<file path="src/rtl/wmls_pkg.sv">
// wmls_pkg: shared types, codes and step tables of the link sequencer
// no dependencies; imported by every module of the block
package wmls_pkg;

  // input actions
  localparam logic [1:0] ACT_TICK    = 2'd0;
  localparam logic [1:0] ACT_START   = 2'd1;
  localparam logic [1:0] ACT_EXT_ERR = 2'd2;
  localparam logic [1:0] ACT_CLR_ERR = 2'd3;

  // command codes
  localparam logic [3:0] CMD_NONE        = 4'd0;
  localparam logic [3:0] CMD_AT          = 4'd1;
  localparam logic [3:0] CMD_ECHO_OFF    = 4'd2;
  localparam logic [3:0] CMD_RF_POWER    = 4'd3;
  localparam logic [3:0] CMD_SINGLE_CONN = 4'd4;
  localparam logic [3:0] CMD_TRANSPARENT = 4'd5;
  localparam logic [3:0] CMD_JOIN        = 4'd6;
  localparam logic [3:0] CMD_TCP_START   = 4'd7;
  localparam logic [3:0] CMD_SEND        = 4'd8;
  localparam logic [3:0] CMD_ESCAPE      = 4'd9;
  localparam logic [3:0] CMD_CLOSE       = 4'd10;

  // sequence state numbers: 2n sends step n, 2n+1 waits for its reply
  localparam logic [4:0] ST_IDLE       = 5'd0;
  localparam logic [4:0] ST_CHECK      = 5'd1;
  localparam logic [4:0] ST_FIRST_SEND = 5'd2;
  localparam logic [4:0] ST_RESEND     = 5'd10;
  localparam logic [4:0] ST_JOIN       = 5'd14;
  localparam logic [4:0] ST_TCP_START  = 5'd16;
  localparam logic [4:0] ST_SEND_MODE  = 5'd18;
  localparam logic [4:0] ST_DONE       = 5'd20;

  // step numbers with special handling
  localparam logic [3:0] STEP_AT     = 4'd1;
  localparam logic [3:0] STEP_SINGLE = 4'd4;
  localparam logic [3:0] STEP_JOIN   = 4'd7;
  localparam logic [3:0] STEP_TCP    = 4'd8;
  localparam logic [3:0] STEP_LAST   = 4'd9;

  // register indexes
  localparam logic [2:0] REG_STATE_GAP    = 3'd0;
  localparam logic [2:0] REG_ACK_TIMEOUT  = 3'd1;
  localparam logic [2:0] REG_JOIN_TIMEOUT = 3'd2;
  localparam logic [2:0] REG_EXT_ERR_LIM  = 3'd3;
  localparam logic [2:0] REG_FSM_ERR_LIM  = 3'd4;
  localparam logic [2:0] REG_BLINK        = 3'd5;

  typedef struct packed {
    logic [1:0] action;
    logic       rx_ok;
    logic       rx_wifi_connected;
    logic       rx_fail;
    logic       rx_error;
    logic       rx_already_connected;
    logic       rx_no_ip;
    logic       rx_link_built;
  } item_t;

  typedef struct packed {
    logic [3:0] command;
    logic       escape_first;
    logic       clear_rx;
    logic       led_on;
    logic       wifi_up;
    logic       init_done;
    logic       server_select;
    logic       link_ready;
    logic [4:0] seq_state;
  } result_t;

  typedef struct packed {
    logic [15:0] state_gap_ticks;
    logic [15:0] ack_timeout_ticks;
    logic [15:0] join_timeout_ticks;
    logic [7:0]  ext_error_limit;
    logic [7:0]  fsm_error_limit;
    logic [15:0] blink_ticks;
  } cfg_t;

  // command sent by each send step; step five repeats step four
  function automatic logic [3:0] step_cmd(input logic [3:0] n);
    logic [3:0] c;
    case (n)
      4'd1:    c = CMD_AT;
      4'd2:    c = CMD_ECHO_OFF;
      4'd3:    c = CMD_RF_POWER;
      4'd4:    c = CMD_SINGLE_CONN;
      4'd5:    c = CMD_SINGLE_CONN;
      4'd6:    c = CMD_TRANSPARENT;
      4'd7:    c = CMD_JOIN;
      4'd8:    c = CMD_TCP_START;
      4'd9:    c = CMD_SEND;
      default: c = CMD_NONE;
    endcase
    return c;
  endfunction

  // send steps that clear the receive buffer
  function automatic logic step_clear(input logic [3:0] n);
    logic c;
    case (n)
      4'd4, 4'd6, 4'd7, 4'd8, 4'd9: c = 1'b1;
      default:                      c = 1'b0;
    endcase
    return c;
  endfunction

endpackage

</file>
<file path="src/rtl/wifi_module_link_sequencer.sv">
// wifi_module_link_sequencer: top level with input and result registers
// depends on wmls_pkg, wmls_cfg_regs, wmls_core
//
// Usage: one beat on the in_ channel is a tick, a start event, an external
// timeout error or an error-count clear, together with flags naming the reply
// patterns the receive buffer holds. Every input beat yields exactly one
// result beat on the out_ channel: the command to send, a clear-receive
// strobe, the LED level, link status and the sequence state after the beat.
// A beat is held in the input register while the core computes its result
// into the result register, from which the receiver takes it.
// Throughput: one beat per cycle while out_ready holds or the result
// register is empty.
// A stalled receiver holds the result register; the input register still
// takes one more beat, then in_ready drops until out_ready returns.
// Reset (rst_n low, synchronous) empties both registers, returns the
// sequence to idle with all counters and flags cleared, and loads the
// register defaults. The user must write registers over the APB-style port
// only while no beat is in flight; the block itself does not enforce this.
module wifi_module_link_sequencer #(
  parameter int TICK_WIDTH = 16,
  parameter int ERR_WIDTH  = 8
) (
  input  logic        clk,
  input  logic        rst_n,
  // input channel
  input  logic        in_valid,
  output logic        in_ready,
  input  logic [1:0]  in_action,
  input  logic        in_rx_ok,
  input  logic        in_rx_wifi_connected,
  input  logic        in_rx_fail,
  input  logic        in_rx_error,
  input  logic        in_rx_already_connected,
  input  logic        in_rx_no_ip,
  input  logic        in_rx_link_built,
  // result channel
  output logic        out_valid,
  input  logic        out_ready,
  output logic [3:0]  out_command,
  output logic        out_escape_first,
  output logic        out_clear_rx,
  output logic        out_led_on,
  output logic        out_wifi_up,
  output logic        out_init_done,
  output logic        out_server_select,
  output logic        out_link_ready,
  output logic [4:0]  out_seq_state,
  // configuration port
  input  logic        psel,
  input  logic        penable,
  input  logic        pwrite,
  input  logic [4:0]  paddr,
  input  logic [31:0] pwdata,
  output logic [31:0] prdata,
  output logic        pready
);
  import wmls_pkg::*;

  item_t   item_r, item_nxt;
  logic    in_valid_r;
  result_t out_r, res;
  logic    out_valid_r;
  logic    advance;
  cfg_t    cfg;

  // pipeline control
  assign advance  = in_valid_r && (!out_valid_r || out_ready);
  assign in_ready = !in_valid_r || advance;

  assign item_nxt = '{action:               in_action,
                      rx_ok:                in_rx_ok,
                      rx_wifi_connected:    in_rx_wifi_connected,
                      rx_fail:              in_rx_fail,
                      rx_error:             in_rx_error,
                      rx_already_connected: in_rx_already_connected,
                      rx_no_ip:             in_rx_no_ip,
                      rx_link_built:        in_rx_link_built};

  wmls_cfg_regs u_cfg (
    .clk     (clk),
    .rst_n   (rst_n),
    .psel    (psel),
    .penable (penable),
    .pwrite  (pwrite),
    .paddr   (paddr),
    .pwdata  (pwdata),
    .prdata  (prdata),
    .pready  (pready),
    .cfg     (cfg)
  );

  wmls_core #(
    .TICK_WIDTH (TICK_WIDTH),
    .ERR_WIDTH  (ERR_WIDTH)
  ) u_core (
    .clk     (clk),
    .rst_n   (rst_n),
    .step_en (advance),
    .item    (item_r),
    .cfg     (cfg),
    .result  (res)
  );

  // input register
  always_ff @(posedge clk) begin
    if (!rst_n) begin
      in_valid_r <= 1'b0;
    end else if (in_ready) begin
      in_valid_r <= in_valid;
    end
  end

  always_ff @(posedge clk) begin
    if (in_valid && in_ready) begin
      item_r <= item_nxt;
    end
  end

  // result register
  always_ff @(posedge clk) begin
    if (!rst_n) begin
      out_valid_r <= 1'b0;
    end else if (advance) begin
      out_valid_r <= 1'b1;
    end else if (out_ready) begin
      out_valid_r <= 1'b0;
    end
  end

  always_ff @(posedge clk) begin
    if (advance) begin
      out_r <= res;
    end
  end

  // result ports
  assign out_valid         = out_valid_r;
  assign out_command       = out_r.command;
  assign out_escape_first  = out_r.escape_first;
  assign out_clear_rx      = out_r.clear_rx;
  assign out_led_on        = out_r.led_on;
  assign out_wifi_up       = out_r.wifi_up;
  assign out_init_done     = out_r.init_done;
  assign out_server_select = out_r.server_select;
  assign out_link_ready    = out_r.link_ready;
  assign out_seq_state     = out_r.seq_state;

endmodule

</file>
<file path="src/rtl/wmls_cfg_regs.sv">
// wmls_cfg_regs: APB-style register file holding the sequencer timing and limits
// depends on wmls_pkg
module wmls_cfg_regs (
  input  logic                clk,
  input  logic                rst_n,
  input  logic                psel,
  input  logic                penable,
  input  logic                pwrite,
  input  logic [4:0]          paddr,
  input  logic [31:0]         pwdata,
  output logic [31:0]         prdata,
  output logic                pready,
  output wmls_pkg::cfg_t      cfg
);
  import wmls_pkg::*;

  cfg_t       cfg_r;
  logic       wr_en;
  logic [2:0] idx;

  assign wr_en  = psel & penable & pwrite;
  assign idx    = paddr[4:2];
  assign pready = 1'b1;
  assign cfg    = cfg_r;

  // register writes
  always_ff @(posedge clk) begin
    if (!rst_n) begin
      cfg_r.state_gap_ticks    <= 16'd10;
      cfg_r.ack_timeout_ticks  <= 16'd1000;
      cfg_r.join_timeout_ticks <= 16'd10000;
      cfg_r.ext_error_limit    <= 8'd3;
      cfg_r.fsm_error_limit    <= 8'd3;
      cfg_r.blink_ticks        <= 16'd500;
    end else if (wr_en) begin
      case (idx)
        REG_STATE_GAP:    cfg_r.state_gap_ticks    <= pwdata[15:0];
        REG_ACK_TIMEOUT:  cfg_r.ack_timeout_ticks  <= pwdata[15:0];
        REG_JOIN_TIMEOUT: cfg_r.join_timeout_ticks <= pwdata[15:0];
        REG_EXT_ERR_LIM:  cfg_r.ext_error_limit    <= pwdata[7:0];
        REG_FSM_ERR_LIM:  cfg_r.fsm_error_limit    <= pwdata[7:0];
        REG_BLINK:        cfg_r.blink_ticks        <= pwdata[15:0];
        default: ;
      endcase
    end
  end

  // read mux
  always_comb begin
    case (idx)
      REG_STATE_GAP:    prdata = {16'd0, cfg_r.state_gap_ticks};
      REG_ACK_TIMEOUT:  prdata = {16'd0, cfg_r.ack_timeout_ticks};
      REG_JOIN_TIMEOUT: prdata = {16'd0, cfg_r.join_timeout_ticks};
      REG_EXT_ERR_LIM:  prdata = {24'd0, cfg_r.ext_error_limit};
      REG_FSM_ERR_LIM:  prdata = {24'd0, cfg_r.fsm_error_limit};
      REG_BLINK:        prdata = {16'd0, cfg_r.blink_ticks};
      default:          prdata = 32'd0;
    endcase
  end

endmodule

</file>
<file path="src/rtl/wmls_core.sv">
// wmls_core: sequence state, counters and next-state logic for one beat
// depends on wmls_pkg
module wmls_core #(
  parameter int TICK_WIDTH = 16,
  parameter int ERR_WIDTH  = 8
) (
  input  logic                clk,
  input  logic                rst_n,
  input  logic                step_en,
  input  wmls_pkg::item_t     item,
  input  wmls_pkg::cfg_t      cfg,
  output wmls_pkg::result_t   result
);
  import wmls_pkg::*;

  localparam int CW = (TICK_WIDTH > 16) ? TICK_WIDTH : 16;
  localparam int EW = (ERR_WIDTH > 8) ? ERR_WIDTH : 8;

  // state registers
  logic [4:0]            seq_state_r, seq_state_nxt;
  logic [TICK_WIDTH-1:0] step_ticks_r, step_ticks_nxt;
  logic [TICK_WIDTH-1:0] blink_r, blink_nxt;
  logic [ERR_WIDTH-1:0]  errs_r, errs_nxt;
  logic                  run_r, run_nxt;
  logic                  init_r, init_nxt;
  logic                  sw_r, sw_nxt;
  logic                  srv_r, srv_nxt;
  logic                  wifi_r, wifi_nxt;
  logic                  rdy_r, rdy_nxt;
  logic                  led_r, led_nxt;

  logic [3:0]            cmd, n;
  logic                  esc, clr, gap, cnt_en;
  logic [7:0]            lim;

  // next state for the beat in the input register
  always_comb begin
    seq_state_nxt  = seq_state_r;
    step_ticks_nxt = step_ticks_r;
    blink_nxt      = blink_r;
    errs_nxt       = errs_r;
    run_nxt        = run_r;
    init_nxt       = init_r;
    sw_nxt         = sw_r;
    srv_nxt        = srv_r;
    wifi_nxt       = wifi_r;
    rdy_nxt        = rdy_r;
    led_nxt        = led_r;
    cmd            = CMD_NONE;
    esc            = 1'b0;
    clr            = 1'b0;
    gap            = 1'b0;
    cnt_en         = 1'b0;
    lim            = 8'd0;
    n              = 4'd0;
    case (item.action)
      ACT_TICK: begin
        // saturating counters and led blink
        if (blink_nxt != {TICK_WIDTH{1'b1}}) blink_nxt = blink_nxt + TICK_WIDTH'(1);
        if (step_ticks_nxt != {TICK_WIDTH{1'b1}})
          step_ticks_nxt = step_ticks_nxt + TICK_WIDTH'(1);
        gap = CW'(step_ticks_nxt) > CW'(cfg.state_gap_ticks);
        if ((CW'(blink_nxt) > CW'(cfg.blink_ticks)) && !wifi_r) begin
          blink_nxt = '0;
          led_nxt   = !led_r;
        end
        if (wifi_r) led_nxt = 1'b1;
        if (seq_state_nxt > ST_DONE) seq_state_nxt = ST_IDLE;
        n = seq_state_nxt[4:1];

        if (seq_state_nxt == ST_IDLE) begin
          if (gap) begin
            step_ticks_nxt = '0;
            if (run_r) seq_state_nxt = sw_r ? ST_TCP_START : ST_CHECK;
          end
        end else if (seq_state_nxt == ST_CHECK) begin
          if (gap) begin
            step_ticks_nxt = '0;
            if (run_r) begin
              if (!init_r) begin
                wifi_nxt      = 1'b0;
                seq_state_nxt = ST_FIRST_SEND;
              end else begin
                seq_state_nxt = ST_IDLE;
              end
            end
          end
        end else if (seq_state_nxt == ST_DONE) begin
          if (gap && run_r) begin
            step_ticks_nxt = '0;
            init_nxt       = 1'b1;
            run_nxt        = 1'b0;
            seq_state_nxt  = ST_IDLE;
          end
        end else if (!seq_state_nxt[0]) begin
          // send step
          if (gap) begin
            step_ticks_nxt = '0;
            if (run_r) begin
              clr           = step_clear(n);
              cmd           = step_cmd(n);
              esc           = (n == STEP_TCP) && sw_r;
              seq_state_nxt = seq_state_nxt + 5'd1;
            end
          end
        end else if (n == STEP_JOIN) begin
          // join reply
          if (CW'(step_ticks_nxt) < CW'(cfg.join_timeout_ticks)) begin
            if (run_r) begin
              if (item.rx_wifi_connected || item.rx_ok) begin
                clr           = 1'b1;
                wifi_nxt      = 1'b1;
                seq_state_nxt = ST_TCP_START;
              end else if (item.rx_fail || item.rx_error) begin
                clr           = 1'b1;
                wifi_nxt      = 1'b0;
                seq_state_nxt = ST_JOIN;
              end
            end
          end else begin
            step_ticks_nxt = '0;
            seq_state_nxt  = ST_JOIN;
          end
        end else if (n == STEP_TCP) begin
          // tcp start reply
          if (CW'(step_ticks_nxt) < CW'(cfg.ack_timeout_ticks)) begin
            if (run_r) begin
              if (item.rx_ok) begin
                seq_state_nxt = ST_SEND_MODE;
                sw_nxt        = 1'b0;
                wifi_nxt      = 1'b1;
                rdy_nxt       = 1'b1;
              end else begin
                if (item.rx_already_connected) begin
                  clr           = 1'b1;
                  cmd           = CMD_CLOSE;
                  seq_state_nxt = ST_TCP_START;
                end else if (item.rx_no_ip) begin
                  clr           = 1'b1;
                  sw_nxt        = 1'b0;
                  wifi_nxt      = 1'b0;
                  seq_state_nxt = ST_JOIN;
                end else if (item.rx_error) begin
                  clr           = 1'b1;
                  srv_nxt       = !srv_r;
                  sw_nxt        = 1'b1;
                  seq_state_nxt = ST_TCP_START;
                end
                rdy_nxt = 1'b0;
              end
            end
          end else begin
            cnt_en         = 1'b1;
            lim            = cfg.fsm_error_limit;
            step_ticks_nxt = '0;
            seq_state_nxt  = ST_IDLE;
          end
        end else begin
          // ordinary reply
          if (CW'(step_ticks_nxt) < CW'(cfg.ack_timeout_ticks)) begin
            if (run_r && item.rx_ok) begin
              clr           = 1'b1;
              seq_state_nxt = (n == STEP_LAST) ? ST_DONE : seq_state_nxt + 5'd1;
            end
          end else if ((n == STEP_SINGLE) && item.rx_link_built) begin
            seq_state_nxt = ST_RESEND;
          end else begin
            step_ticks_nxt = '0;
            seq_state_nxt  = ST_IDLE;
            if (n == STEP_AT) cmd = CMD_ESCAPE;
          end
        end
      end
      ACT_START:   run_nxt = 1'b1;
      ACT_EXT_ERR: begin
        if (init_r) begin
          cnt_en = 1'b1;
          lim    = cfg.ext_error_limit;
        end
      end
      ACT_CLR_ERR: errs_nxt = '0;
      default: ;
    endcase

    // timeout error count and server switch
    if (cnt_en) begin
      if (errs_nxt != {ERR_WIDTH{1'b1}}) errs_nxt = errs_nxt + ERR_WIDTH'(1);
      if (EW'(errs_nxt) >= EW'(lim)) begin
        errs_nxt = '0;
        srv_nxt  = !srv_nxt;
        sw_nxt   = 1'b1;
        run_nxt  = 1'b1;
      end
    end
  end

  // result of this beat
  always_comb begin
    result.command       = cmd;
    result.escape_first  = esc;
    result.clear_rx      = clr;
    result.led_on        = led_nxt;
    result.wifi_up       = wifi_nxt;
    result.init_done     = init_nxt;
    result.server_select = srv_nxt;
    result.link_ready    = rdy_nxt;
    result.seq_state     = seq_state_nxt;
  end

  // state update
  always_ff @(posedge clk) begin
    if (!rst_n) begin
      seq_state_r  <= ST_IDLE;
      step_ticks_r <= '0;
      blink_r      <= '0;
      errs_r       <= '0;
      run_r        <= 1'b0;
      init_r       <= 1'b0;
      sw_r         <= 1'b0;
      srv_r        <= 1'b0;
      wifi_r       <= 1'b0;
      rdy_r        <= 1'b0;
      led_r        <= 1'b0;
    end else if (step_en) begin
      seq_state_r  <= seq_state_nxt;
      step_ticks_r <= step_ticks_nxt;
      blink_r      <= blink_nxt;
      errs_r       <= errs_nxt;
      run_r        <= run_nxt;
      init_r       <= init_nxt;
      sw_r         <= sw_nxt;
      srv_r        <= srv_nxt;
      wifi_r       <= wifi_nxt;
      rdy_r        <= rdy_nxt;
      led_r        <= led_nxt;
    end
  end

`ifndef SYNTH
  // only ticks send commands or clear the receive buffer
  a_quiet_non_tick: assert property (@(posedge clk) disable iff (!rst_n)
    (step_en && (item.action != ACT_TICK)) |->
      (result.command == CMD_NONE && !result.clear_rx && !result.escape_first))
    else $error("command issued on a non-tick beat");

  // an escape only precedes a tcp start
  a_escape_tcp: assert property (@(posedge clk) disable iff (!rst_n)
    (step_en && result.escape_first) |-> (result.command == CMD_TCP_START))
    else $error("escape without tcp start");

  // the sequence never leaves the valid state range
  a_state_range: assert property (@(posedge clk) disable iff (!rst_n)
    seq_state_r <= ST_DONE)
    else $error("sequence state out of range");

  // led stays lit on ticks while the network is up
  a_led_when_up: assert property (@(posedge clk) disable iff (!rst_n)
    (step_en && (item.action == ACT_TICK) && wifi_r) |=> led_r)
    else $error("led dark while network up");
`endif

endmodule
</file>
<file path="config.mk">
export PLATFORM = sky130hd
export DESIGN_NAME = wifi_module_link_sequencer
export DESIGN_NICKNAME = d
export VERILOG_FILES = /design/src/rtl/wmls_pkg.sv /design/src/rtl/wifi_module_link_sequencer.sv /design/src/rtl/wmls_cfg_regs.sv /design/src/rtl/wmls_core.sv
export SDC_FILE = /design/constraint.sdc
export NUM_CORES = 1
export LEC_CHECK = 0
export BUFFER_PORTS_ARGS = -buffer_cell sky130_fd_sc_hd__buf_2
export CORE_UTILIZATION = 45
export DETAILED_ROUTE_END_ITERATION = 16
export PLACE_DENSITY = 0.61
export SLEW_MARGIN = 20
export SYNTH_ARGS = -nofsm -noshare
export SYNTH_HDL_FRONTEND = slang
export SYNTH_SLANG_ARGS = --single-unit
</file>
<file path="constraint.sdc">
create_clock -name clk -period 9.9 [get_ports clk]
set_input_delay 0.99 -clock clk [delete_from_list [all_inputs] [get_ports clk]]
set_output_delay 0.99 -clock clk [all_outputs]
set_load 0.01 [all_outputs]
</file>
; ---- After elaboration in Yosys (flattened, before gate mapping)
; Memories as Yosys holds them, arrays and structs flattened.
; Index checks and enable logic that the tools add are counted.
[word_totals]
mem_bits_ro = 64
inputBits = 53
reg_bits = 159
out_inout_bits = 51
mem_count = 1
elab_cells = 281
[op_classes]
mux = 179
add_sub_neg = 4
n_lt_le_gt_ge = 6
bitwise_logic = 5
n_eq_ne = 19
reduce_logical = 31
[mem_list]
columns = name, depth, word_bits, read_ports, rd_ports_with_merged_regs, wr, line_no
row1 = (name not given), 16, 4, 1, 0, 0, wmls_pkg.sv:84  ; case (n)
[op_table]
columns = cell, n
row1 = $mux W16, 17
row2 = $mux W5, 30
row3 = $mux W8, 13
row4 = $mux W1, 101
row5 = $pmux W16 S6, 1
row6 = $mux W4, 13
row7 = $add A16 B1 Y16 const B, 2
row8 = $gt A16 B16 Y1, 2
row9 = $lt A16 B16 Y1, 2
row10 = $ne A16 B16 Y1 const B, 2
row11 = $pmux W8 S2, 1
row12 = $reduce_and A2 Y1, 7
row13 = $eq A4 B3 Y1 const B, 3
row14 = $add A8 B1 Y8 const B, 1
row15 = $eq A4 B4 Y1 const B, 2
row16 = $ge A8 B8 Y1, 1
row17 = $ne A8 B8 Y1 const B, 1
row18 = $logic_and A1 B1 Y1, 7
row19 = $reduce_or A7 Y1, 1
row20 = $eq A3 B2 Y1 const B, 2
row21 = $eq A3 B3 Y1 const B, 2
row22 = $logic_not A1 Y1, 6
row23 = $add A5 B1 Y5 const B, 1
row24 = $eq A5 B1 Y1 const B, 1
row25 = other kinds (17), 25

; ---- Longest topological paths before layout
; Gate-level depths: netlist of the first run.
[logic_depth]
depth_word = 17
ltp_mapped = 24
depth_no_buf = 23

; ---- Modules after synthesis
; Synthesis of the first run repeated with hierarchy kept, for this count alone.
[unflattened]
hier_cells = 1250
area_unflattened_um2 = 10562.6
[by_module_without_submodules]
columns = mod, cells_each, instances, seq_area_each_um2, area_each_um2
row1 = wmls_core, 803, 1, 1041.0, 5923.2
row2 = wmls_cfg_regs, 413, 1, 1601.5, 3784.9
row3 = wifi_module_link_sequencer, 34, 1, 790.8, 854.6

; ---- Worst setup path after synthesis of the first run
; No wires, ideal clock.
[synth_timing]
kind = register to register
from = register u_core.step_ticks_r[0]
to = register u_core.errs_r[3]
slack_ns = 5.062
path_stages_with_launch = 23
n_path_buf = 1
setup_time_ns = 0.075
period_less_slack_ns = 4.838
t_required_ns = 9.825
arrival_ns = 4.763
path_cell_list = dfxtp_1 > ha_1 > nand3_1 > nor4b_4 > and2b_4 > nand3_1 > xnor2_1 > ha_1 > o211ai_1 > nor3_1 > nand3_1 > and2_2 > a211oi_2 > buf_2 > a22oi_1 > ha_1 > a21oi_1 > o21ai_0 > a21o_1 > a31oi_1 > o21bai_1 > or4b_1 > a31oi_1
[synth_via]
elab_chain_len = 15
elab_cells_between_ends = 24
cone_classes = add/sub (1) / order compare (2) / eq/ne (1) / mux (20)
[synth_rtl]
columns = element, line_no
row1 = from (decl), wmls_core.sv:21  ; logic [TICK_WIDTH-1:0] step_ticks_r, step_ticks_nxt;
row2 = from (signal assigned), wmls_core.sv:226  ; step_ticks_r <= step_ticks_nxt;
row3 = $add A16 B1 Y16 or $ne A16 B16 Y1 (tied branches), "wmls_core.sv:61, wmls_core.sv:60"
row4 = $mux W16 (*), wmls_core.sv:60  ; if (step_ticks_nxt != {TICK_WIDTH{1'b1}})
row5 = $mux W16 (*), wmls_core.sv:56  ; case (item.action)
row6 = $lt A16 B16 Y1 (*), wmls_core.sv:126  ; if (CW'(step_ticks_nxt) < CW'(cfg.ack_timeout_ticks)) begin
row7 = $mux W8, wmls_core.sv:126
row8 = $mux W8, wmls_core.sv:124  ; end else if (n == STEP_TCP) begin
row9 = $mux W8, wmls_core.sv:106  ; end else if (n == STEP_JOIN) begin
row10 = $mux W8, wmls_core.sv:95  ; end else if (!seq_state_nxt[0]) begin
row11 = $mux W8, wmls_core.sv:88  ; end else if (seq_state_nxt == ST_DONE) begin
row12 = $mux W8, wmls_core.sv:76  ; end else if (seq_state_nxt == ST_CHECK) begin
row13 = $mux W8, wmls_core.sv:71  ; if (seq_state_nxt == ST_IDLE) begin
row14 = $pmux W8 S2, wmls_core.sv:56
row15 = $ge A8 B8 Y1, wmls_core.sv:188  ; if (EW'(errs_nxt) >= EW'(lim)) begin
row16 = $mux W8, wmls_core.sv:188
row17 = $mux W8 (*), wmls_core.sv:186  ; if (cnt_en) begin
row18 = to (signal assigned), wmls_core.sv:228  ; errs_r <= errs_nxt;
row19 = to (decl), wmls_core.sv:23  ; logic [ERR_WIDTH-1:0] errs_r, errs_nxt;
; Mark *: on every way between the ends. The rest lies on a longest branch, timed or not. The select of a mux whose other input is x is not followed.
; A chain may end at the register's enable or synchronous reset.

==> qor_table.md, run 1 <==
| Result | Reported | Unit |
| --- | --- | --- |
| Worst Setup Path Type | reg -> reg | - |
| CP Buf/Inv Count | 0 | - |
| Xor/xnor cell area share of the yosys netlist | 2.54 | % |
| Aggregate global routing overflow | 0 | - |
| Starting Density | 45.9 | % |
| Setup tns final | 0 | ps |
| Minimum clock period after layout | 6620 | ps |
| Average cell area after synthesis | 7.78 | sq um |
| Standard cell with the maximum stage delay on the critical path | sky130_fd_sc_hd__a211oi_2 | - |
| Max Root-Sink Buffers | 2 | - |
| Share of the yosys chip area belonging to registers | 33.2 | % |
| Maximum fanout along the worst path | 12 | - |
| Synth cell count leaders | sky130_fd_sc_hd__nand2_1 (228), sky130_fd_sc_hd__dfxtp_1 (134), sky130_fd_sc_hd__a21oi_1 (126) | - |
| CP endpoint | out_server_select$_DFFE_PP_ | - |
| Total core area | 22600 | sq um |
| Ratio of final minimum period to clock period | 66.9 | % |
| Startpoint of the most critical setup path | u_core.step_ticks_r[4]$_SDFFE_PN0P_ | - |
| Final GP Congestion | 0.909 | - |
| Dominant combinational cell family by area after synthesis | simple AND/OR/NAND/NOR gates | - |
| Worst path setup slack after routing | 3280 | ps |
| Ys flop type | sky130_fd_sc_hd__dfxtp_1 | - |
| Iteration-0 DRC Markers | 633 | - |
| Post-synthesis compound-gate area fraction | 20.9 | % |
| Proportion of synthesized area in mux cells | 3.44 | % |
| Async set-or-reset flop fraction in the synthesized netlist | 0 | % |
| Num Clock Sinks | 159 | - |
| Crit-path leading delay family | compound AO/OA/AOI/OAI gates | - |
| Total Routing Usage GR | 25.6 | % |
| Basic-gate share of the synthesized area counting and, or, nand and nor cells | 23.6 | % |
| Antenna violations before repair | 0 | - |
| Synth Instances | 1330 | - |
| Count of cell types in the netlist | 78 | - |
| Global-route wire length before repair | 47600 | microns |
| Critical Path Max Stage Delay | 700 | ps |
| Post-DP HPWL | 21300 | microns |
| Cell taking the most area after synthesis | sky130_fd_sc_hd__dfxtp_1 | - |
| Die ar. | 23600 | sq um |
| Slew Viols, Final | 0 | - |
| FF-to-FF Start | u_core.step_ticks_r[4]$_SDFFE_PN0P_ | - |
| Via density per instance | 5.81 | - |
| VDD IR max | 106 | uV |
| Wire length per cell after detailed routing | 18.0 | microns |
| Library cell with the highest instance count after synthesis | sky130_fd_sc_hd__nand2_1 | - |
| Yosys Warn Count | 0 | - |
| Outcome | complete, but fails checks | - |
| Buffer type at the clock tree root | sky130_fd_sc_hd__clkbuf_16 | - |
| Setup repair after global routing missed its margin | false | - |
| Total of hold buffers inserted after clock tree synthesis | 0 | - |
| Worst slack at placement | 3370 | ps |
| Port Buffer Count | 68 | - |
| Clock slew at the register clock pins of the worst setup and hold paths | 70 | ps |
| CP startpoint kind | register | - |
| Terminus of the critical flop-to-flop path | out_server_select$_DFFE_PP_ | - |
| Worst slew pin tran | 1100 | ps |
| DRT Wirelength | 29800 | microns |
| Deepest level of the CTS H-tree | 4 | - |
| Clock latency on the worst-skew pair | 450 | ps |
| Register-to-register path setup slack | 3280 | ps |
| Main area contributors after synthesis | sky130_fd_sc_hd__dfxtp_1 (26%), sky130_fd_sc_hd__ha_1 (9.2%), sky130_fd_sc_hd__nand2_1 (8.3%) | - |
| Number of endpoints with negative hold slack in the final report | 0 | - |
| Count of antenna diodes in the layout | 0 | - |
| Final Cell Area | 11400 | sq um |
| Length of the first detailed-routing pass in iterations | 11 | - |
| Final worst clock skew | 16.2 | ps |
| Max-slew headroom at the worst pin | 26.5 | % |
| Chip width | 154 | microns |
| Crit path capture type | register | - |
| Layout Nets | 1488 | - |
| Placement-stage cell area | 10800 | sq um |
| Layout cell share with drive strength beyond 1 | 10.4 | % |
| Maximum number of pins on one net before global-route repair | 94 | - |
| Cell Rows | 55 | - |
| Required time worst endpoint | 10060 | ps |
| Count of cell instances traversed by the critical path | 21 | - |
| Setup violation total in the final timing report | 0 | - |
| DP Cell Count | 1625 | - |
| Power density over the cells | 127 | nW/um^2 |
| Filler-free cell count of the finished design | 1656 | - |
| Arithmetic-cell share of the synthesized area counting full adders, half adders and majority gates | 9.19 | % |
| Highest achievable clock rate | 0.151 | GHz |
| Quantity of gates resized following cts | 0 | - |
| Die boundary height | 154 | microns |
| Fillcell total | 2238 | - |
| Clock tree from TritonCTS | done | - |
| TritonCTS buffer count | 17 | - |
| Post-CTS setup buffer count | 0 | - |
| Worst path cell trace | and4_2 -> nand2_1 -> a311oi_1 -> nand3_1 -> nor2_1 -> xor2_1 -> ha_1 -> nand4_1 -> nor3_1 -> nand3_1 -> and2_2 -> a211oi_2 -> a22oi_1 -> ha_1 -> nand2_1 -> o21ai_0 -> a21o_1 -> a31oi_1 -> o21bai_1 -> o21ai_0 -> xnor2_1 | - |
| DRC violation count after routing | 2 | - |
| Class of the worst hold path | reg -> reg | - |
| Max-cap violations | 0 | - |
| Number of synthesized register bits | 159 | - |
| Area added between synthesis and finish | 9.77 | % |
| Number of global-route vias before repair | 8847 | - |
| Portion of synthesized cell area occupied by the leading cell type | 25.9 | % |
| Number of enable-type register cells in the synthesized netlist | 25 | - |
| Residual antenna-violating net count after detailed routing | 0 | - |
| Startpoint of the lowest-slack hold path | u_cfg.cfg[34]$_SDFFE_PN0P_ | - |
| I/O pin count | 104 | - |
| Vias | 9624 | - |
| Static Leakage | 0.00461 | uW |
| Violations in the final reports | design-rule violations | - |
| Combined area of all synthesized cells | 10400 | sq um |
| CP Data Arrival Time | 6790 | ps |
| Depth of the worst register-to-register path | 21 | - |
## through the flow
stage	utilization (%)	total power [uW]	hold slack (ps)
floorplan	-	765	436
detailed placement	47.8	799	447
finish	50.3	1450	457
CTS	50.3	1450	456
global route	50.3	1490	475
global placement	47.8	798	443
## tightest hold or removal path, delay by kind of cell (launching register included)
family / cells / cell delay, ps
flip-flops: 1 / 310
AND/OR/NAND/NOR: 1 / 50
AO/OA/AOI/OAI: 1 / 50
## cells in the final DEF, fill, tap and decap left out, drive strengths merged, types with 4 or more instances in the layout
cell type	Yosys	final
nand2b	14	14
a211o	4	4
edfxtp	25	25
nor3b	4	4
a31oi	18	18
a22oi	16	16
nor3	29	29
a21oi	127	127
and3	14	14
or3	7	7
nor4	4	4
nand4	28	28
ha	76	76
a21o	14	14
o21ai	42	42
buf	30	80
o211ai	27	27
nor2	97	97
xor2	12	12
clkbuf	54	18
dfxtp	134	134
clkinv	0	5
mux2i	30	30
xnor2	18	18
a211oi	11	11
nor2b	17	17
inv	81	86
o221ai	5	5
a32oi	10	10
nand2	229	229
o21a	8	8
o31ai	5	5
or2	6	6
and2	12	12
conb	2	17
o22ai	13	13
a41oi	5	5
a221oi	4	4
nand3	55	55
## sequential cells by signal, indices dropped and copies added (netlist names), 4 cells and up
name / count
u_cfg.cfg: 80
u_core.blink_r: 16
u_core.step_ticks_r: 16
item_r: 9
u_core.errs_r: 8
out_seq_state: 5
u_core.seq_state_r: 5
out_command: 4
## kinds of logic after synthesis
logic type,Yosys count
AO/OA/AOI/OAI,336
XOR/XNOR,30
adder cells (fa/ha/maj),76
buffers and inverters,166
flip-flops,159
multiplexers,34
other,2
AND/OR/NAND/NOR,527
## layout make-up
class                      instances  area (sq um)  share of cell area, %
inverter                          81           304                   2.68
clock buffer                      18           450                   3.96
clock inverter                    13           125                   1.10
timing repair buffer              80           430                   3.79
tap                              285           357                   3.14
multi-input combinational       1020          6260                   55.1
sequential                       159          3430                   30.2
## report_power, final
group	switching [uW]	leakage, uW	internal (uW)	total, uW
clock network	298	0.000281	364	662
logic	75.5	0.00300	34.2	110
registers	10.2	0.00132	666	676
## routing by layer
layer  vias to the layer above  part of all wire, %  GRT usage, %
met5                         -                    0             0
met4                         0                  4.0          12.4
met3                        63                  5.1          4.62
met2                       315                   46          40.7
met1                      4487                   45          33.5
li1                       4759                    -             -
## worst min-delay path by stage
stage	to	slack, ps	depth (start not counted)
final	u_cfg.cfg[34]$_SDFFE_PN0P_	460	2
after global routing	u_cfg.cfg[35]$_SDFFE_PN0P_	480	2
after CTS	u_cfg.cfg[35]$_SDFFE_PN0P_	460	2
after detailed placement	u_cfg.cfg[35]$_SDFFE_PN0P_	450	2
after global placement	u_cfg.cfg[34]$_SDFFE_PN0P_	440	2
after floorplan	u_cfg.cfg[34]$_SDFFE_PN0P_	440	2
Power figures use the tool's default switching activity.
==> run 2, diff against run 1 <==
--- a/config.mk
+++ b/config.mk
@@ -8,7 +8,7 @@
 export BUFFER_PORTS_ARGS = -buffer_cell sky130_fd_sc_hd__buf_2
 export CORE_UTILIZATION = 45
 export DETAILED_ROUTE_END_ITERATION = 16
-export PLACE_DENSITY = 0.61
+export PLACE_DENSITY = 0.63
 export SLEW_MARGIN = 20
 export SYNTH_ARGS = -nofsm -noshare
 export SYNTH_HDL_FRONTEND = slang
==> constraint.sdc (replaced) <==
create_clock -name clk -period 5.45 [get_ports clk]
set_input_delay 0.545 -clock clk [delete_from_list [all_inputs] [get_ports clk]]
set_output_delay 0.545 -clock clk [all_outputs]
set_load 0.01 [all_outputs]
==> run 2 against run 1 <==
Against the previous run: sequential share of layout area fell by 0.41 points; maximum frequency rose by 32%; wire length rose by 1.5%; first-iteration DRC count rose by 14%; setup slack got worse by 2900 ps; power rose by 81%; sequential cell count did not move; largest cell class unchanged; design area rose by 1.5%; highest routed layer unchanged; count of clock-buffer cells in the layout rose by 1; the run now ends clean; register-to-register slack got worse by 2900 ps.
==> qor_table.md, run 2 (same netlist as run 1, synthesis figures left out) <==
| Result | Reported | Unit | Delta |
| --- | --- | --- | --- |
| Outcome | finished, final reports clean | - |  |
| Buffer type at the clock tree root | sky130_fd_sc_hd__clkbuf_16 | - |  |
| Critical Path Max Stage Delay | 530 | ps | -170 ps |
| Clock slew at the register clock pins of the worst setup and hold paths | 70 | ps | about the same |
| Cell Rows | 55 | - | unchanged |
| I/O pin count | 104 | - | unchanged |
| Total core area | 22600 | sq um | unchanged |
| Ratio of final minimum period to clock period | 92.2 | % | +25 points |
| Logic pwr share | 7.7 | % | about the same |
| Sequential group share of total power | 46.9 | % | +0.2 points |
| Required time worst endpoint | 5800 | ps | -4260 ps |
| Starting Density | 45.9 | % | unchanged |
| Worst hold-check slack | 284 | ps | -174 ps |
| Port Buffer Count | 68 | - | unchanged |
| Global-route wire length before repair | 48300 | microns | +1.4% |
| Antenna violations before repair | 0 | - | unchanged |
| Fraction of power spent switching nets | 27.4 | % | +0.89 points |
| DRT Wirelength | 30300 | microns | +1.5% |
| Chip width | 154 | microns | unchanged |
| Area added between synthesis and finish | 11.4 | % |  |
| Commonest non-fill, non-tap cell in the layout | sky130_fd_sc_hd__nand2_1 | - |  |
| Maximum fanout along the worst path | 6 | - | -6 |
| Vias | 9724 | - | +1.0% |
| Residual antenna-violating net count after detailed routing | 0 | - | unchanged |
| Class of the worst hold path | in -> reg | - |  |
| Worst slew pin tran | 875 | ps | -227 ps |
| Clock latency on the worst-skew pair | 440 | ps | about the same |
| DRC violation count after routing | 0 | - | -2 |
| Setup violation total in the final timing report | 0 | - | unchanged |
| Die boundary height | 154 | microns | unchanged |
| Setup repair after global routing missed its margin | false | - |  |
| Slew Viols, Final | 0 | - | unchanged |
| Standard cell with the maximum stage delay on the critical path | sky130_fd_sc_hd__or4b_1 | - |  |
| Max-slew headroom at the worst pin | 41.5 | % | +15 points |
| Worst path cell trace | nand4_2 -> nor2_1 -> a311oi_2 -> buf_4 -> nand4_1 -> nand2_1 -> ha_1 -> nand4_1 -> nor3_2 -> buf_4 -> nand3_1 -> and2_2 -> a211oi_4 -> buf_4 -> a22oi_1 -> ha_1 -> nand2_1 -> o21ai_0 -> a21o_1 -> a31oi_1 -> o21bai_2 -> or4b_1 -> a31oi_1 | - |  |
| Worst Setup Path Type | reg -> reg | - |  |
| Total power of the final layout | 2620 | uW | +81% |
| Layout Nets | 1504 | - | +1.1% |
| Highest achievable clock rate | 0.199 | GHz | +32% |
| Highest-count cells in the layout ignoring fill and taps | sky130_fd_sc_hd__nand2_1 (228), sky130_fd_sc_hd__dfxtp_1 (131), sky130_fd_sc_hd__a21oi_1 (126) | - |  |
| Max-cap violations | 0 | - | unchanged |
| Post-DP HPWL | 21800 | microns | +2.0% |
| Via density per instance | 5.81 | - | about the same |
| Total of hold buffers inserted after clock tree synthesis | 0 | - | unchanged |
| Crit-path leading delay family | simple AND/OR/NAND/NOR gates | - |  |
| Clock tree from TritonCTS | done | - |  |
| Internal Dissipation | 1900 | uW | +79% |
| Count of antenna diodes in the layout | 0 | - | unchanged |
| Number of endpoints with negative hold slack in the final report | 0 | - | unchanged |
| Net switching component of the power | 717 | uW | +87% |
| Number of flip-flops in the largest register | 80 | - | unchanged |
| Deepest level of the CTS H-tree | 4 | - | unchanged |
| Minimum clock period after layout | 5030 | ps | -1600 ps |
| Static Leakage | 0.00469 | uW | +1.9% |
| Total Routing Usage GR | 25.9 | % | +0.30 points |
| Power density over the cells | 227 | nW/um^2 | +78% |
| Power share of the clock group | 45.4 | % | -0.3 points |
| CP startpoint kind | register | - |  |
| Most frequent cell on the critical path | sky130_fd_sc_hd__buf_4 | - |  |
| Final worst clock skew | 14.5 | ps | -1.73 ps |
| VDD IR max | 151 | uV | +42% |
| Num Clock Sinks | 159 | - | unchanged |
| Max Root-Sink Buffers | 2 | - | unchanged |
| Length of the first detailed-routing pass in iterations | 5 | - | -6 |
| Die ar. | 23600 | sq um | unchanged |
| Aggregate global routing overflow | 0 | - | unchanged |
| Layout cell share with drive strength beyond 1 | 12.2 | % | +1.8 points |
| Setup tns final | 0 | ps | unchanged |
| Final GP Congestion | 0.948 | - | +4.3% |
| Maximum number of pins on one net before global-route repair | 76 | - | -19% |
| Utilization after layout | 51.1 | % | +0.75 points |
| Wire length per cell after detailed routing | 18.1 | microns | +0.49% |
| TritonCTS buffer count | 17 | - | unchanged |
| CP Buf/Inv Count | 3 | - | +3 |
| Crit path capture type | register | - |  |
| CP Data Arrival Time | 5380 | ps | -1410 ps |
| Number of global-route vias before repair | 8967 | - | +1.4% |
| Iteration-0 DRC Markers | 719 | - | +14% |
==> run 2: changes by cell type in the layout (fill, tap and decap cells not counted), sizes merged <==
cell      previous run  this run
inv                 86        89
buf                 80        96
clkbuf              18        19
clkinvlp             2         3
bufinv               1         0
clkinv               5         2
==> run 2: layout make-up <==
type,count,area (sq um)
well taps,285,357
fillers,2217,11000
clock buffers,19,454
multi-input cells,1020,6310
flip-flops and latches,159,3440
clock inverters,13,118
repair buffers,96,554
inverters,81,304
==> run 2: through the flow <==
step	cell area, sq um	setup WS (ps)	cells
after floorplan	10400	612	1345
after global placement	10900	163	1640
after detailed placement	10900	102	1640
after CTS	11500	57.7	1672
after global routing	11500	26.3	1673
final	11500	423	1673
==> run 2: final timing paths <==
| kind | startpoint | end | slack (ps) | cells after the start |
|---|---|---|---|---|
| worst max register to register | u_core.step_ticks_r[9]$_SDFFE_PN0P_ | u_core.errs_r[3]$_SDFFE_PN0P_ | 420 | 23 |
| worst min-delay path | in_rx_wifi_connected | item_r[5]$_DFFE_PP_ | 280 | 1 |
| worst min register to register | u_cfg.cfg[34]$_SDFFE_PN0P_ | u_cfg.cfg[34]$_SDFFE_PN0P_ | 460 | 2 |
| worst max-delay path | u_core.step_ticks_r[9]$_SDFFE_PN0P_ | u_core.errs_r[3]$_SDFFE_PN0P_ | 420 | 23 |
==> run 2: metal layers <==
metal	up-vias	track usage [%]	part of all wire (%)
met1	4528	34.2	44
met5	-	0	0
met4	0	10.9	3.9
met3	60	4.03	5.5
met2	344	42.1	46
li1	4792	-	-
==> run 2: power by group through the flow <==
stage | clock network (uW) | logic [uW] | registers [uW]
after floorplan | 0 | 140 | 1250
after global placement | 0 | 195 | 1250
after detailed placement | 0 | 197 | 1250
after CTS | 1200 | 198 | 1230
after global routing | 1250 | 219 | 1230
final | 1190 | 201 | 1230
==> run 2: timing repair <==
action	CTS	global route
setup endpoints to repair	0	12
resized for setup	0	14
setup buffers	0	1
endpoints found under the hold margin	0	0
==> run 3, diff against run 2 <==
--- a/config.mk
+++ b/config.mk
@@ -12,4 +12,5 @@
 export SLEW_MARGIN = 20
 export SYNTH_ARGS = -nofsm -noshare
 export SYNTH_HDL_FRONTEND = slang
+export SYNTH_HIERARCHICAL = 1
 export SYNTH_SLANG_ARGS = --single-unit
==> constraint.sdc (replaced) <==
create_clock -name clk -period 5.45 [get_ports clk]
set_input_delay 0.545 -clock clk [delete_from_list [all_inputs] [get_ports clk]]
set_output_delay 0.545 -clock clk [all_outputs]
set_load 0.05 [all_outputs]
==> run 3 against run 2 <==
Against the previous run: cell count decreased by 2.2%; combinational power up 43%; sequential cell count unchanged; highest routed layer unchanged; largest cell class unchanged; clock power up 8%; sequential power about the same; maximum frequency is 1.4% lower; register-to-register slack got worse by 70 ps.
==> qor_table.md, run 3 <==
| Result | Reported | Unit | Delta |
| --- | --- | --- | --- |
| Outcome | finished, final reports clean | - |  |
| Final GP Congestion | 0.915 | - | -3.5% |
| Startpoint of the lowest-slack hold path | in_rx_link_built | - |  |
| VDD IR max | 198 | uV | +31% |
| Residual antenna-violating net count after detailed routing | 0 | - | unchanged |
| Yosys Warn Count | 6 | - | +6 |
| Register-to-register path setup slack | 350 | ps | -70 ps |
| Number of flip-flops in the largest register | 80 | - | unchanged |
| Crit path capture type | register | - |  |
| Required time worst endpoint | 5630 | ps | -170 ps |
| Maximum number of pins on one net before global-route repair | 67 | - | -12% |
| Setup repair after global routing missed its margin | false | - |  |
| Buffer type at the clock tree root | sky130_fd_sc_hd__clkbuf_16 | - |  |
| Max-cap violations | 0 | - | unchanged |
| Layout Nets | 1439 | - | -4.3% |
| Antenna violations before repair | 0 | - | unchanged |
| Final worst clock skew | 14.6 | ps | +0.123 ps |
| Portion of synthesized cell area occupied by the leading cell type | 25.4 | % | -0.52 points |
| Cell Rows | 55 | - | unchanged |
| Layout cell share with drive strength beyond 1 | 15.1 | % | +2.9 points |
| Length of the first detailed-routing pass in iterations | 5 | - | unchanged |
| Chip width | 155 | microns | +1.0% |
| Ys flop type | sky130_fd_sc_hd__dfxtp_1 | - |  |
| Max-slew headroom at the worst pin | 30.5 | % | -11 points |
| Wire length per cell after detailed routing | 18.0 | microns | -0.70% |
| DRT Wirelength | 29400 | microns | -2.9% |
| Starting Density | 46.2 | % | +0.37 points |
| Total core area | 22800 | sq um | +1.2% |
| Number of global-route vias before repair | 8786 | - | -2.0% |
| Aggregate global routing overflow | 0 | - | unchanged |
| Synth cell count leaders | sky130_fd_sc_hd__nand2_1 (148), sky130_fd_sc_hd__dfxtp_1 (134), sky130_fd_sc_hd__inv_1 (92) | - |  |
| Depth of the worst register-to-register path | 24 | - | +4.3% |
| Class of the worst hold path | in -> reg | - |  |
| Worst slew pin tran | 1040 | ps | +168 ps |
| Max Root-Sink Buffers | 2 | - | unchanged |
| Sequential group share of total power | 43.8 | % | -3.1 points |
| Die ar. | 24100 | sq um | +2.0% |
| Number of endpoints with negative hold slack in the final report | 0 | - | unchanged |
| Setup tns final | 0 | ps | unchanged |
| Minimum clock period after layout | 5100 | ps | +70.0 ps |
| Iteration-0 DRC Markers | 615 | - | -14% |
| Net switching component of the power | 809 | uW | +13% |
| CP startpoint kind | register | - |  |
| Maximum fanout along the worst path | 6 | - | unchanged |
| Post-DP HPWL | 21400 | microns | -1.7% |
| Ratio of final minimum period to clock period | 93.5 | % | +1.3 points |
| Worst Setup Path Type | reg -> reg | - |  |
| Async set-or-reset flop fraction in the synthesized netlist | 0 | % | unchanged |
| Via density per instance | 5.72 | - | -1.6% |
| Area added between synthesis and finish | 12.9 | % |  |
| Count of antenna diodes in the layout | 0 | - | unchanged |
| Global-route wire length before repair | 47200 | microns | -2.3% |
| Num Clock Sinks | 159 | - | unchanged |
| Port Buffer Count | 68 | - | unchanged |
| Internal Dissipation | 2000 | uW | +4.9% |
| Fraction of power spent switching nets | 28.8 | % | +1.5 points |
| Vias | 9355 | - | -3.8% |
| Average cell area after synthesis | 8.45 | sq um | +8.6% |
| Clock latency on the worst-skew pair | 440 | ps | about the same |
| Total of hold buffers inserted after clock tree synthesis | 0 | - | unchanged |
| Count of cell types in the netlist | 89 | - | +14% |
| Die boundary height | 155 | microns | +1.0% |
| Clock slew at the register clock pins of the worst setup and hold paths | 70 | ps | about the same |
| Share of the yosys chip area belonging to registers | 32.5 | % | -0.66 points |
| I/O pin count | 104 | - | unchanged |
| Synth Instances | 1250 | - | -6.0% |
| TritonCTS buffer count | 17 | - | unchanged |
| Commonest non-fill, non-tap cell in the layout | sky130_fd_sc_hd__nand2_1 | - |  |
| Hold path depth | 1 | - | unchanged |
| Combined area of all synthesized cells | 10600 | sq um | +2.0% |
| Library cell with the highest instance count after synthesis | sky130_fd_sc_hd__nand2_1 | - |  |
| FF-to-FF Start | u_core/step_ticks_r[1]$_SDFFE_PN0P_ | - |  |
| Deepest level of the CTS H-tree | 4 | - | unchanged |
| Slew Viols, Final | 0 | - | unchanged |
| Setup violation total in the final timing report | 0 | - | unchanged |
| Main area contributors after synthesis | sky130_fd_sc_hd__dfxtp_1 (25%), sky130_fd_sc_hd__ha_1 (9.0%), sky130_fd_sc_hd__mux2i_1 (7.3%) | - |  |
| Number of synthesized register bits | 159 | - | unchanged |
| Highest achievable clock rate | 0.196 | GHz | -1.4% |
| CP Data Arrival Time | 5280 | ps | -100 ps |
| Static Leakage | 0.00512 | uW | +9.1% |
| Number of enable-type register cells in the synthesized netlist | 25 | - | unchanged |
| Worst hold-check slack | 284 | ps | -0.0200 ps |
| Terminus of the critical flop-to-flop path | out_server_select$_DFFE_PP_ | - |  |
| Logic pwr share | 10.2 | % | +2.5 points |
| Total Routing Usage GR | 25.0 | % | -0.87 points |
| Power share of the clock group | 46.0 | % | +0.6 points |
| Power density over the cells | 235 | nW/um^2 | +3.6% |
| Clock tree from TritonCTS | done | - |  |
| Highest-count cells in the layout ignoring fill and taps | sky130_fd_sc_hd__nand2_1 (148), sky130_fd_sc_hd__dfxtp_1 (133), sky130_fd_sc_hd__inv_1 (92) | - |  |
| DRC violation count after routing | 0 | - | unchanged |
| Cell taking the most area after synthesis | sky130_fd_sc_hd__dfxtp_1 | - |  |
| Terminating pin of the worst hold path | item_r[0]$_DFFE_PP_ | - |  |
==> run 3: logic make-up after synthesis <==
logic type / count (synthesis) / synth area share [%]
other: 2 / 0.0711
AOI/OAI and AO/OA: 290 / 18.9
adders and majority gates: 76 / 9.00
muxes: 91 / 8.90
and+or+nand+nor: 412 / 19.3
xor gates and xnor gates: 43 / 3.64
DFF: 159 / 32.5
buffers and inverters: 177 / 7.66
==> run 3: how the worst max path moves through the flow <==
stage,from,end,cells past startpoint
floorplan,u_core/step_ticks_r[0]$_SDFFE_PN0P_,out_server_select$_DFFE_PP_,25
global placement,u_core/step_ticks_r[1]$_SDFFE_PN0P_,out_server_select$_DFFE_PP_,25
detailed placement,u_core/step_ticks_r[1]$_SDFFE_PN0P_,out_server_select$_DFFE_PP_,25
CTS,u_core/step_ticks_r[1]$_SDFFE_PN0P_,out_server_select$_DFFE_PP_,25
global route,u_core/step_ticks_r[1]$_SDFFE_PN0P_,out_server_select$_DFFE_PP_,24
finish,u_core/step_ticks_r[1]$_SDFFE_PN0P_,out_server_select$_DFFE_PP_,24
==> run 3: cell type report <==
cell class	count	area [sq um]
timing repair buffer	111	673
inverter	92	345
tap	313	392
clock buffer	17	425
fill	2224	10900
sequential	159	3430
multi-input combinational	929	6440
clock inverter	15	208
==> run 3: layer usage <==
layer	vias up	wire length, microns	track usage [%]
met4	0	775	8.92
met1	4428	13700	34.2
met5	-	0	0
met2	307	13200	39.5
met3	47	1740	4.60
li1	4573	-	-
==> run 3: per-stage QoR <==
stage | util, % | power, uW | worst slack, ps | std cells | area [sq um]
finish | 52.2 | 2800 | 353 | 1636 | 11900
global route | 52.2 | 2910 | 23.3 | 1636 | 11900
CTS | 51.7 | 2830 | 119 | 1632 | 11800
detailed placement | 49.0 | 1540 | 144 | 1600 | 11200
global placement | 49.0 | 1530 | 267 | 1600 | 11200
floorplan | - | 1470 | 38.8 | 1265 | 10600
==> run 3: worst max-delay path: stages, from the launching register on <==
cell and delay (ps):
sky130_fd_sc_hd__dfxtp_2 350, sky130_fd_sc_hd__ha_2 200, sky130_fd_sc_hd__nand3_2 110, sky130_fd_sc_hd__nor4_4 340, sky130_fd_sc_hd__buf_6 180, sky130_fd_sc_hd__and2b_1 190, sky130_fd_sc_hd__and3_1 240, sky130_fd_sc_hd__nand3_2 130
sky130_fd_sc_hd__xnor2_2 120, sky130_fd_sc_hd__ha_1 320, sky130_fd_sc_hd__nand2_1 80, sky130_fd_sc_hd__o211ai_1 180, sky130_fd_sc_hd__nand2_1 90, sky130_fd_sc_hd__a211o_2 310, sky130_fd_sc_hd__a21boi_2 210, sky130_fd_sc_hd__buf_6 140
sky130_fd_sc_hd__a22oi_1 90, sky130_fd_sc_hd__ha_1 350, sky130_fd_sc_hd__and2_1 150, sky130_fd_sc_hd__o21ai_0 130, sky130_fd_sc_hd__o21ai_1 80, sky130_fd_sc_hd__o41a_1 430, sky130_fd_sc_hd__a21boi_2 210, sky130_fd_sc_hd__nor2_1 130
sky130_fd_sc_hd__xnor2_1 70
==> run 3: power groups by stage <==
stage / registers (uW) / clock network (uW) / logic [uW]
after detailed placement: 1250 / 0 / 282
after global placement: 1250 / 0 / 281
after CTS: 1230 / 1320 / 283
after floorplan: 1260 / 0 / 204
final: 1230 / 1290 / 287
after global routing: 1230 / 1370 / 307
==> run 3: repair_timing <==
| item | in CTS | in global routing |
|---|---|---|
| hold endpoints to repair | 0 | 0 |
| gates resized for setup | 0 | 19 |
| setup endpoints to repair | 0 | 12 |
| buffers inserted | 0 | 4 |
